==> config.mk <==
export PLATFORM = sky130hd
export DESIGN_NAME = telnet_command_filter
export DESIGN_NICKNAME = d
export VERILOG_FILES = /design/src/rtl/tcf_pkg.sv /design/src/rtl/telnet_command_filter.sv /design/src/rtl/tcf_parser.sv /design/src/rtl/tcf_out_buf.sv
export SDC_FILE = /design/constraint.sdc
export NUM_CORES = 1
export LEC_CHECK = 0
export ABC_AREA = 1
export BUFFER_PORTS_ARGS = -buffer_cell sky130_fd_sc_hd__buf_2
export CAP_MARGIN = 20
export CORE_UTILIZATION = 49
export CTS_BUF_LIST = sky130_fd_sc_hd__clkbuf_8
export CTS_CLUSTER_DIAMETER = 60
export DETAILED_ROUTE_END_ITERATION = 8
export HOLD_SLACK_MARGIN = 0.05
export PLACE_DENSITY = 0.68
export REMOVE_ABC_BUFFERS = 1
export SLEW_MARGIN = 5
export SYNTH_ARGS = -nofsm -noshare
export SYNTH_HDL_FRONTEND = slang
export SYNTH_HIERARCHICAL = 1
export SYNTH_SLANG_ARGS = --single-unit
==> constraint.sdc <==
create_clock -name aclk -period 3 [get_ports aclk]
set_clock_uncertainty 0.2 [all_clocks]
set_input_delay 0.3 -clock aclk [delete_from_list [all_inputs] [get_ports aclk]]
set_output_delay 0.3 -clock aclk [all_outputs]
set_load 0.05 [all_outputs]
==> src/rtl/tcf_pkg.sv <==
// Shared constants and types of the telnet command filter.
package tcf_pkg;

    // Line counter width and config register width
    localparam int COUNT_WIDTH = 10;
    localparam int CFG_W       = 10;
    localparam logic [CFG_W-1:0] MAX_LINE_RESET = CFG_W'(255);

    // Telnet command bytes
    localparam logic [7:0] BYTE_WILL = 8'd251;
    localparam logic [7:0] BYTE_WONT = 8'd252;
    localparam logic [7:0] BYTE_DO   = 8'd253;
    localparam logic [7:0] BYTE_DONT = 8'd254;
    localparam logic [7:0] BYTE_IAC  = 8'd255;
    localparam logic [7:0] BYTE_CR   = 8'd13;
    localparam logic [7:0] BYTE_LF   = 8'd10;

    // Printable range
    localparam logic [7:0] PRINT_LOW  = 8'd32;
    localparam logic [7:0] PRINT_HIGH = 8'd126;

    // Result kinds
    localparam logic [1:0] KIND_CHAR  = 2'd0;
    localparam logic [1:0] KIND_EOL   = 2'd1;
    localparam logic [1:0] KIND_REPLY = 2'd2;

    // One result
    typedef struct packed {
        logic [1:0] kind;
        logic [7:0] value;
        logic       last;
    } result_t;

    // Up to three results caused by one input byte
    typedef struct packed {
        logic [1:0]       count;
        result_t [2:0]    item;
    } res_group_t;

endpackage

==> src/rtl/telnet_command_filter.sv <==
// Telnet command filter top level: input register, parser, result register.
// A byte accepted into the input register is decoded into the result register.
// Throughput: one byte per cycle for bytes with at most one result while
// m_axis_tready is high; a refusal (IAC DO/WILL option) loads three replies.
// Reset (aresetn low, synchronous): text phase, empty line, both channels
// empty, max_line_length back to 255.
module telnet_command_filter
    import tcf_pkg::*;
(
    input  logic             aclk,
    input  logic             aresetn,
    // configuration
    input  logic             cfg_wr_en,
    input  logic [CFG_W-1:0] cfg_wr_data,   // max_line_length
    // received bytes
    input  logic             s_axis_tvalid,
    output logic             s_axis_tready,
    input  logic [7:0]       s_axis_tdata,  // [7:0] in_byte
    // results
    output logic             m_axis_tvalid,
    input  logic             m_axis_tready,
    output logic [7:0]       m_axis_tdata,  // [7:0] value
    output logic [1:0]       m_axis_tuser,  // [1:0] kind
    output logic             m_axis_tlast   // last result of a byte
);

    logic             in_valid_reg, in_valid_next;
    logic [7:0]       in_byte_reg;
    logic [CFG_W-1:0] max_len_reg;
    logic             can_load;
    logic             advance;
    logic             s_accept;
    res_group_t       res;

    // Config register
    always_ff @(posedge aclk) begin
        if (!aresetn) begin
            max_len_reg <= MAX_LINE_RESET;
        end else if (cfg_wr_en) begin
            max_len_reg <= cfg_wr_data;
        end
    end

    // Input register handshake
    assign advance       = in_valid_reg && can_load;
    assign s_axis_tready = !in_valid_reg || advance;
    assign s_accept      = s_axis_tvalid && s_axis_tready;
    assign in_valid_next = s_accept || (in_valid_reg && !advance);

    always_ff @(posedge aclk) begin
        if (!aresetn) begin
            in_valid_reg <= 1'b0;
        end else begin
            in_valid_reg <= in_valid_next;
        end
    end

    always_ff @(posedge aclk) begin
        if (s_accept) begin
            in_byte_reg <= s_axis_tdata;
        end
    end

    // Decode
    tcf_parser u_parser (
        .aclk    (aclk),
        .aresetn (aresetn),
        .en      (advance),
        .in_byte (in_byte_reg),
        .max_len (max_len_reg),
        .res     (res)
    );

    // Result register
    tcf_out_buf u_out_buf (
        .aclk          (aclk),
        .aresetn       (aresetn),
        .load          (advance),
        .load_res      (res),
        .can_load      (can_load),
        .m_axis_tvalid (m_axis_tvalid),
        .m_axis_tready (m_axis_tready),
        .m_axis_tdata  (m_axis_tdata),
        .m_axis_tuser  (m_axis_tuser),
        .m_axis_tlast  (m_axis_tlast)
    );

endmodule

==> src/rtl/tcf_parser.sv <==
// Telnet parser: phase and line count state, decodes one byte into results.
module tcf_parser
    import tcf_pkg::*;
(
    input  logic             aclk,
    input  logic             aresetn,
    input  logic             en,
    input  logic [7:0]       in_byte,
    input  logic [CFG_W-1:0] max_len,
    output res_group_t       res
);

    typedef enum logic [2:0] {
        PH_TEXT = 3'd0,
        PH_IAC  = 3'd1,
        PH_CODE = 3'd2,
        PH_DO   = 3'd3,
        PH_DONT = 3'd4,
        PH_WILL = 3'd5,
        PH_WONT = 3'd6
    } phase_t;

    localparam int CMP_W = (COUNT_WIDTH > CFG_W) ? COUNT_WIDTH : CFG_W;

    phase_t                 phase_reg, phase_next;
    logic [COUNT_WIDTH-1:0] count_reg, count_next;
    logic                   can_keep;
    logic [1:0]             n;
    result_t [2:0]          items;

    // Room left in the line: below the configured limit and the counter ceiling
    assign can_keep = (CMP_W'(count_reg) < CMP_W'(max_len)) && (count_reg != '1);

    // Byte decode
    always_comb begin
        phase_next = phase_reg;
        count_next = count_reg;
        n          = 2'd0;
        items      = '0;
        case (phase_reg)
            PH_TEXT: begin
                if (in_byte == BYTE_IAC) begin
                    phase_next = PH_IAC;
                end else if (in_byte == BYTE_CR || in_byte == BYTE_LF) begin
                    if (count_reg != '0) begin
                        items[0].kind = KIND_EOL;
                        n             = 2'd1;
                        count_next    = '0;
                    end
                end else if (in_byte inside {[PRINT_LOW:PRINT_HIGH]}) begin
                    if (can_keep) begin
                        items[0].kind  = KIND_CHAR;
                        items[0].value = in_byte;
                        n              = 2'd1;
                        count_next     = count_reg + 1'b1;
                    end
                end
            end
            PH_IAC: begin
                if (in_byte == BYTE_IAC) begin
                    // doubled IAC: literal 255, not printable, dropped
                    phase_next = PH_TEXT;
                end else begin
                    // a command closes pending text
                    if (count_reg != '0) begin
                        items[0].kind = KIND_EOL;
                        n             = 2'd1;
                        count_next    = '0;
                    end
                    case (in_byte)
                        BYTE_WILL: phase_next = PH_WILL;
                        BYTE_WONT: phase_next = PH_WONT;
                        BYTE_DO:   phase_next = PH_DO;
                        BYTE_DONT: phase_next = PH_DONT;
                        default:   phase_next = PH_CODE;
                    endcase
                end
            end
            PH_DO: begin
                items[0].kind  = KIND_REPLY;
                items[0].value = BYTE_IAC;
                items[1].kind  = KIND_REPLY;
                items[1].value = BYTE_DONT;
                items[2].kind  = KIND_REPLY;
                items[2].value = in_byte;
                n              = 2'd3;
                phase_next     = PH_TEXT;
            end
            PH_WILL: begin
                items[0].kind  = KIND_REPLY;
                items[0].value = BYTE_IAC;
                items[1].kind  = KIND_REPLY;
                items[1].value = BYTE_WONT;
                items[2].kind  = KIND_REPLY;
                items[2].value = in_byte;
                n              = 2'd3;
                phase_next     = PH_TEXT;
            end
            default: begin
                // option after DONT/WONT, byte after other codes: swallowed
                phase_next = PH_TEXT;
            end
        endcase
        // mark the final result of this byte
        items[0].last = (n == 2'd1);
        items[1].last = (n == 2'd2);
        items[2].last = (n == 2'd3);
        res.count = n;
        res.item  = items;
    end

    // State registers
    always_ff @(posedge aclk) begin
        if (!aresetn) begin
            phase_reg <= PH_TEXT;
            count_reg <= '0;
        end else if (en) begin
            phase_reg <= phase_next;
            count_reg <= count_next;
        end
    end

endmodule

==> src/rtl/tcf_out_buf.sv <==
// Result register: up to three results, presented one per cycle while ready.
module tcf_out_buf
    import tcf_pkg::*;
(
    input  logic       aclk,
    input  logic       aresetn,
    input  logic       load,
    input  res_group_t load_res,
    output logic       can_load,
    output logic       m_axis_tvalid,
    input  logic       m_axis_tready,
    output logic [7:0] m_axis_tdata,
    output logic [1:0] m_axis_tuser,
    output logic       m_axis_tlast
);

    result_t [2:0] entry_reg;
    logic [1:0]    cnt_reg, cnt_next;
    logic          pop;

    assign pop      = (cnt_reg != 2'd0) && m_axis_tready;
    // empty once the current head leaves
    assign can_load = (cnt_reg == 2'd0) || ((cnt_reg == 2'd1) && m_axis_tready);

    assign m_axis_tvalid = (cnt_reg != 2'd0);
    assign m_axis_tdata  = entry_reg[0].value;
    assign m_axis_tuser  = entry_reg[0].kind;
    assign m_axis_tlast  = entry_reg[0].last;

    // Occupancy
    always_comb begin
        if (load) begin
            cnt_next = load_res.count;
        end else if (pop) begin
            cnt_next = cnt_reg - 2'd1;
        end else begin
            cnt_next = cnt_reg;
        end
    end

    always_ff @(posedge aclk) begin
        if (!aresetn) begin
            cnt_reg <= 2'd0;
        end else begin
            cnt_reg <= cnt_next;
        end
    end

    // Payload: load a fresh group or shift toward the head
    always_ff @(posedge aclk) begin
        if (load) begin
            entry_reg <= load_res.item;
        end else if (pop) begin
            entry_reg[0] <= entry_reg[1];
            entry_reg[1] <= entry_reg[2];
        end
    end

endmodule

==> flow_summary.yaml, run 1 <==
power_and_ir_drop:
  peakVddDrop_uv: 278
  power.density_nw_per_um2: 671
  p_leak_uw: 0.00205
clocking:
  cts_tree: "yes"
  clkSlewWorstSetupHoldPaths_ps: 70
  numCtsBuffers: 9
  cts_max_path_buffers: 2
  ctsHtreeMaxLevel: 3
  cts_setup_buffers: 0
  cts_num_sinks: 67
  insertion_delay_ps: 350
  root_buffer: "clkbuf_8"
run_status:
  status: "finished clean"
floorplan:
  fp.dieW_um: 90.6
  die_y_um: 90.6
  rows: 31
  start_util_pct: 51.9
  io_pins: 36
  dieArea_um2: 8200
  coreArea_um2: 7410
timing:
  min_period_over_period_pct: 75.0
  finalSetupTns_ps: 0
  slew_viol_final: 0
  worst_slack_ps: 750
  setup_violations: 0
  slew_headroom_pct: 48.0
  fmax_ghz: 0.444
  rsz0062_at_grt: "no"
  worstMarginPinSlew_ps: 780
  finalHoldViolations: 0
  finalCriticalPeriod_ps: 2250
global_route:
  grt_max_degree: 26
  first_global_vias: 2969
  grt_pass1_wl_um: 13200
  grt-ovfl-total: 0
  grtUsageTotal_pct: 20.2
  grt_antenna_before_repair: 0
synthesis:
  seq_area_frac_synth_pct: 45.6
  synth_compound_gate_area_share_pct: 6.84
  avgSynthCellArea_um2: 8.02
  ys.flop_type: "edfxtp_1"
  yosys.area_share.simple_pct: 30.0
  synth_top_family_by_area: "simple AND/OR/NAND/NOR gates"
  yosys_warnings: 6
  synth_cells: 479
  ys_types: 36
  synth_adder_area_share_pct: 4.23
  netlist_area_um2: 3840
  synth-xor-area-share_pct: 0.684
  synth_seq_cells: 67
  synth-edff-count: 41
  synth_mux_area_share_pct: 0
  async_reset_ff_share_pct: 0
worst_setup_path:
  startpoint_type: "register"
  critPathMaxFanout: 13
  crit_path_end_kind: "register"
  worst-setup-path-type: "reg -> reg"
  slowest_stage: "edfxtp_1"
  crit_required_ps: 3040
  crit_chain: "inv_1 > nand2_1 > nor2_1 > nand3_2 > inv_1 > nand3_1 > nand3_1 > nand3_1 > nand2_2 > o21ai_1 > nor2_1 > nor2_1"
  crit_path_max_incr_delay_ps: 440
  crit_arrival_ps: 2290
finish:
  post-route-util_pct: 58.5
  antenna_cells: 0
  largest_reg_flops: 22
  syn_to_final_growth_pct: 12.7
  finalNetCount: 551
  drive_above_1_share_pct: 15.8
route:
  routed_wl_um: 7790
  wl_per_cell_um: 12.6
  via_per_inst: 5.02
  drt-initial-drc-count: 121
  vias: 3106
  drc: 0
  first_pass_iters: 5
  ant_nets: 0
place:
  pre_cts_slack_ps: 770
  dp_hpwl_um: 5410
  gp_congestion: 0.826
  io_buffers: 35
hold_path:
  worstHoldPathType: "in -> reg"
run:
  cap_violations: 0
[critical path: cells and delay by family, from the launching register on]
family                 cells  cell delay [ps]
and+or+nand+nor            9             1110
buffers and inverters      2              340
AOI/OAI and AO/OA          1               60
DFF                        1              440
[where the power goes]
part           internal, µW  switching (µW)
clock network           571             347
registers              1190            49.3
logic                   195             558
total                  1950             954
[layout make-up]
| type | count | area (µm²) |
|---|---|---|
| tap | 99 | 124 |
| clock buffer | 10 | 138 |
| clock inverter | 6 | 106 |
| sequential | 67 | 1750 |
| timing repair buffer | 58 | 395 |
| multi-input combinational | 326 | 1620 |
| fill | 675 | 3080 |
| inverter | 53 | 199 |
[logic make-up after synthesis]
logic type,Yosys count
xor+xnor,3
flops,67
buf+inv,89
compound gates,44
simple gates,262
fa+ha+maj,13
other cells,1
[cells in the final DEF (no fill, tap or decap), drive strengths merged, types with 10 or more instances in the layout]
| master | instances |
|---|---|
| a21oi | 22 |
| buf | 39 |
| clkbuf | 10 |
| dfxtp | 26 |
| dlygate4sd3 | 19 |
| edfxtp | 41 |
| ha | 13 |
| inv | 55 |
| nand2 | 161 |
| nand3 | 36 |
| nor2 | 56 |
| o21ai | 11 |
[per-stage QoR]
stage | std cells | hold slack (ps) | area [µm²] | total power (µW)
5_1_grt | 619 | 126 | 4330 | 3050
4_1_cts | 619 | 106 | 4330 | 2930
3_5_place_dp | 584 | 244 | 3900 | 2000
3_3_place_gp | 584 | 242 | 3900 | 1980
2_1_floorplan | 446 | 184 | 3570 | 1800
6_report | 619 | 116 | 4330 | 2910
[synth_stat cells (3+ instances only)]
cell,instances,share of area (%)
inv_2,6,0.59
nand4_1,4,0.65
inv_1,47,4.6
nor2_1,47,4.6
o21ai_1,5,0.65
a21oi_1,20,2.6
o21ai_0,4,0.52
buf_4,24,4.7
dfxtp_1,26,14
ha_1,13,4.2
clkbuf_1,3,0.29
nand2_1,154,15
nand2_2,5,0.81
nand3_1,33,4.3
edfxtp_1,41,32
nor2_4,3,0.88
o31ai_1,8,1.6
nor2_2,5,0.81
buf_6,5,1.5
[worst paths after layout]
| check | start | endpoint | slack, ps | depth (start not counted) |
|---|---|---|---|---|
| setup / recovery | in_byte_reg[7] | u_out_buf/cnt_reg[0] | 750 | 12 |
| hold / removal | aresetn | max_len_reg[4] | 120 | 2 |
| setup reg to reg | in_byte_reg[7] | u_out_buf/cnt_reg[0] | 750 | 12 |
| hold reg to reg | max_len_reg[2] | max_len_reg[2] | 260 | 2 |
[layer usage]
| layer | up-vias | global-route usage (%) | wire length, µm |
|---|---|---|---|
| met4 | 0 | 10.2 | 189 |
| met1 | 1424 | 23.7 | 3390 |
| met5 | - | 0 | 0 |
| li1 | 1585 | - | - |
| met2 | 76 | 35.4 | 3880 |
| met3 | 21 | 3.28 | 326 |
[timing repair]
item	in CTS	in global routing
setup endpoints to repair	0	0
hold endpoints to repair	19	0
hold buffers	19	0
gates resized for setup	0	0
(Power assumes the default switching activity.)
==> run 2, diff against run 1 <==
clock period = 2.3 ns   (was 3 ns; I/O delays follow)
==> run 2 against run 1 <==
  * Sequential power rose by 30%
  * Wire length rose by 2.3%
  * Highest routed layer unchanged
  * Clock power rose by 8.6%
  * First-iteration DRC count rose by 36%
  * Worst setup slack got worse by 560 ps
  * Critical path type is now in -> reg
  * Critical path depth fell by 6
  * Design area rose by 4.2%
  * Worst hold slack got worse by 55 ps
==> flow_summary.yaml, run 2 (synthesis results as in run 1) <==
global_route:
  grt_max_degree: 23
  grt_pass1_wl_um: 13700
  grtUsageTotal_pct: 21.0
  grt_antenna_before_repair: 0
  grt-ovfl-total: 0
  first_global_vias: 2968
route:
  first_pass_iters: 4
  drc: 0
  via_per_inst: 4.91
  drt-initial-drc-count: 165
  vias: 3158
  ant_nets: 0
  routed_wl_um: 7970
  wl_per_cell_um: 12.4
finish:
  fillCellCount: 629
  finalNetCount: 575
  design_area_um2: 4510
  most-common-layout-cells: "154 x nand2_1, 47 x inv_1, 46 x nor2_1, 41 x edfxtp_1, 35 x buf_2"
  final_common_cell: "nand2_1"
  drive_above_1_share_pct: 18.2
  largest_reg_flops: 22
  antenna_cells: 0
  syn_to_final_growth_pct: 17.4
  post-route-util_pct: 60.9
power_and_ir_drop:
  p_int_uw: 2340
  p_leak_uw: 0.00212
  combPwrFrac_pct: 28.2
  power.switching_uw: 1290
  power.density_nw_per_um2: 804
  seqPwrFrac_pct: 44.4
  netSwitchingFraction_pct: 35.6
  clockPowerShare_pct: 27.4
  peakVddDrop_uv: 448
worst_setup_path:
  critPathMaxFanout: 1
  worst-setup-path-type: "in -> reg"
  crit_required_ps: 2350
  crit_arrival_ps: 2160
  crit_path_end_kind: "register"
  startpoint_type: "input port"
floorplan:
  coreArea_um2: 7410
  start_util_pct: 51.9
  dieArea_um2: 8200
  io_pins: 36
  rows: 31
  die_y_um: 90.6
  fp.dieW_um: 90.6
clocking:
  cts_setup_buffers: 0
  numCtsBuffers: 9
  cts_num_sinks: 67
  ctsHtreeMaxLevel: 3
  insertion_delay_ps: 350
  root_buffer: "clkbuf_8"
  cts_max_path_buffers: 2
  cts_tree: "yes"
  clkSlewWorstSetupHoldPaths_ps: 80
timing:
  finalHoldViolations: 0
  setup_violations: 0
  min_period_over_period_pct: 91.9
  finalSetupTns_ps: 0
  finalCriticalPeriod_ps: 2110
  slew_viol_final: 0
  worst_slack_ps: 187
  rsz0062_at_grt: "no"
  fmax_ghz: 0.473
hold_path:
  worstHoldPathType: "in -> reg"
place:
  pre_cts_slack_ps: 182
  dpl_cell_area_um2: 3980
  dp_hpwl_um: 5420
  gp_congestion: 0.928
  io_buffers: 35
run_status:
  status: "finished clean"
run:
  cap_violations: 0
==> run 2: path summary, 6_finish.rpt <==
path	end	slack (ps)	cells past startpoint	start
worst max-delay path	max_len_reg[2]	190	6	cfg_wr_data[2]
worst min-delay path	max_len_reg[0]	60	3	cfg_wr_en
worst max register to register	u_out_buf/m_axis_tdata[3]	200	8	u_parser/count_reg[5]
worst min register to register	max_len_reg[0]	280	2	max_len_reg[0]
==> run 2: cell type report <==
cell class                      instances  area [µm²]  area share, %
Sequential cell                        67        1750           38.8
Multi-Input combinational cell        326        1630           36.1
Timing Repair Buffer                   82         608           13.5
Inverter                               53         199           4.41
Clock buffer                            9         124           2.74
Tap cell                               99         124           2.74
Clock inverter                          7        75.1           1.66
==> run 2: critical path, stage by stage <==
cell and delay (ps):
dlygate4sd3_1 540, buf_2 120, nand2_1 70, dlygate4sd3_1 540
nand3_1 80, dlygate4sd3_1 580
==> run 2: per-stage QoR <==
stage / total power [µW] / instances / hold WS, ps
floorplan: 2350 / 446 / 114
global placement: 2600 / 595 / 208
detailed placement: 2620 / 595 / 209
CTS: 3650 / 643 / 51.2
global route: 3820 / 643 / 76.3
finish: 3630 / 643 / 61.2
==> run 2: metal layers <==
metal / track usage (%) / up-vias / routed length, µm
met5: 0 / - / 0
met1: 25.0 / 1438 / 3510
met3: 3.54 / 14 / 283
met2: 36.7 / 74 / 4030
met4: 10.1 / 0 / 154
li1: - / 1632 / -
==> run 2: what timing repair did <==
action                                  4_1_cts  5_1_grt
endpoints found under the hold margin        21        0
endpoints found under the setup margin        0       11
gates resized for setup                       0        4
hold buffers                                 32        0
==> run 2: power groups by stage <==
stage | logic, µW | registers [µW] | clock network, µW
global placement | 963 | 1640 | 0
floorplan | 473 | 1880 | 0
detailed placement | 975 | 1640 | 0
CTS | 1020 | 1610 | 1010
global route | 1110 | 1630 | 1070
finish | 1020 | 1610 | 996
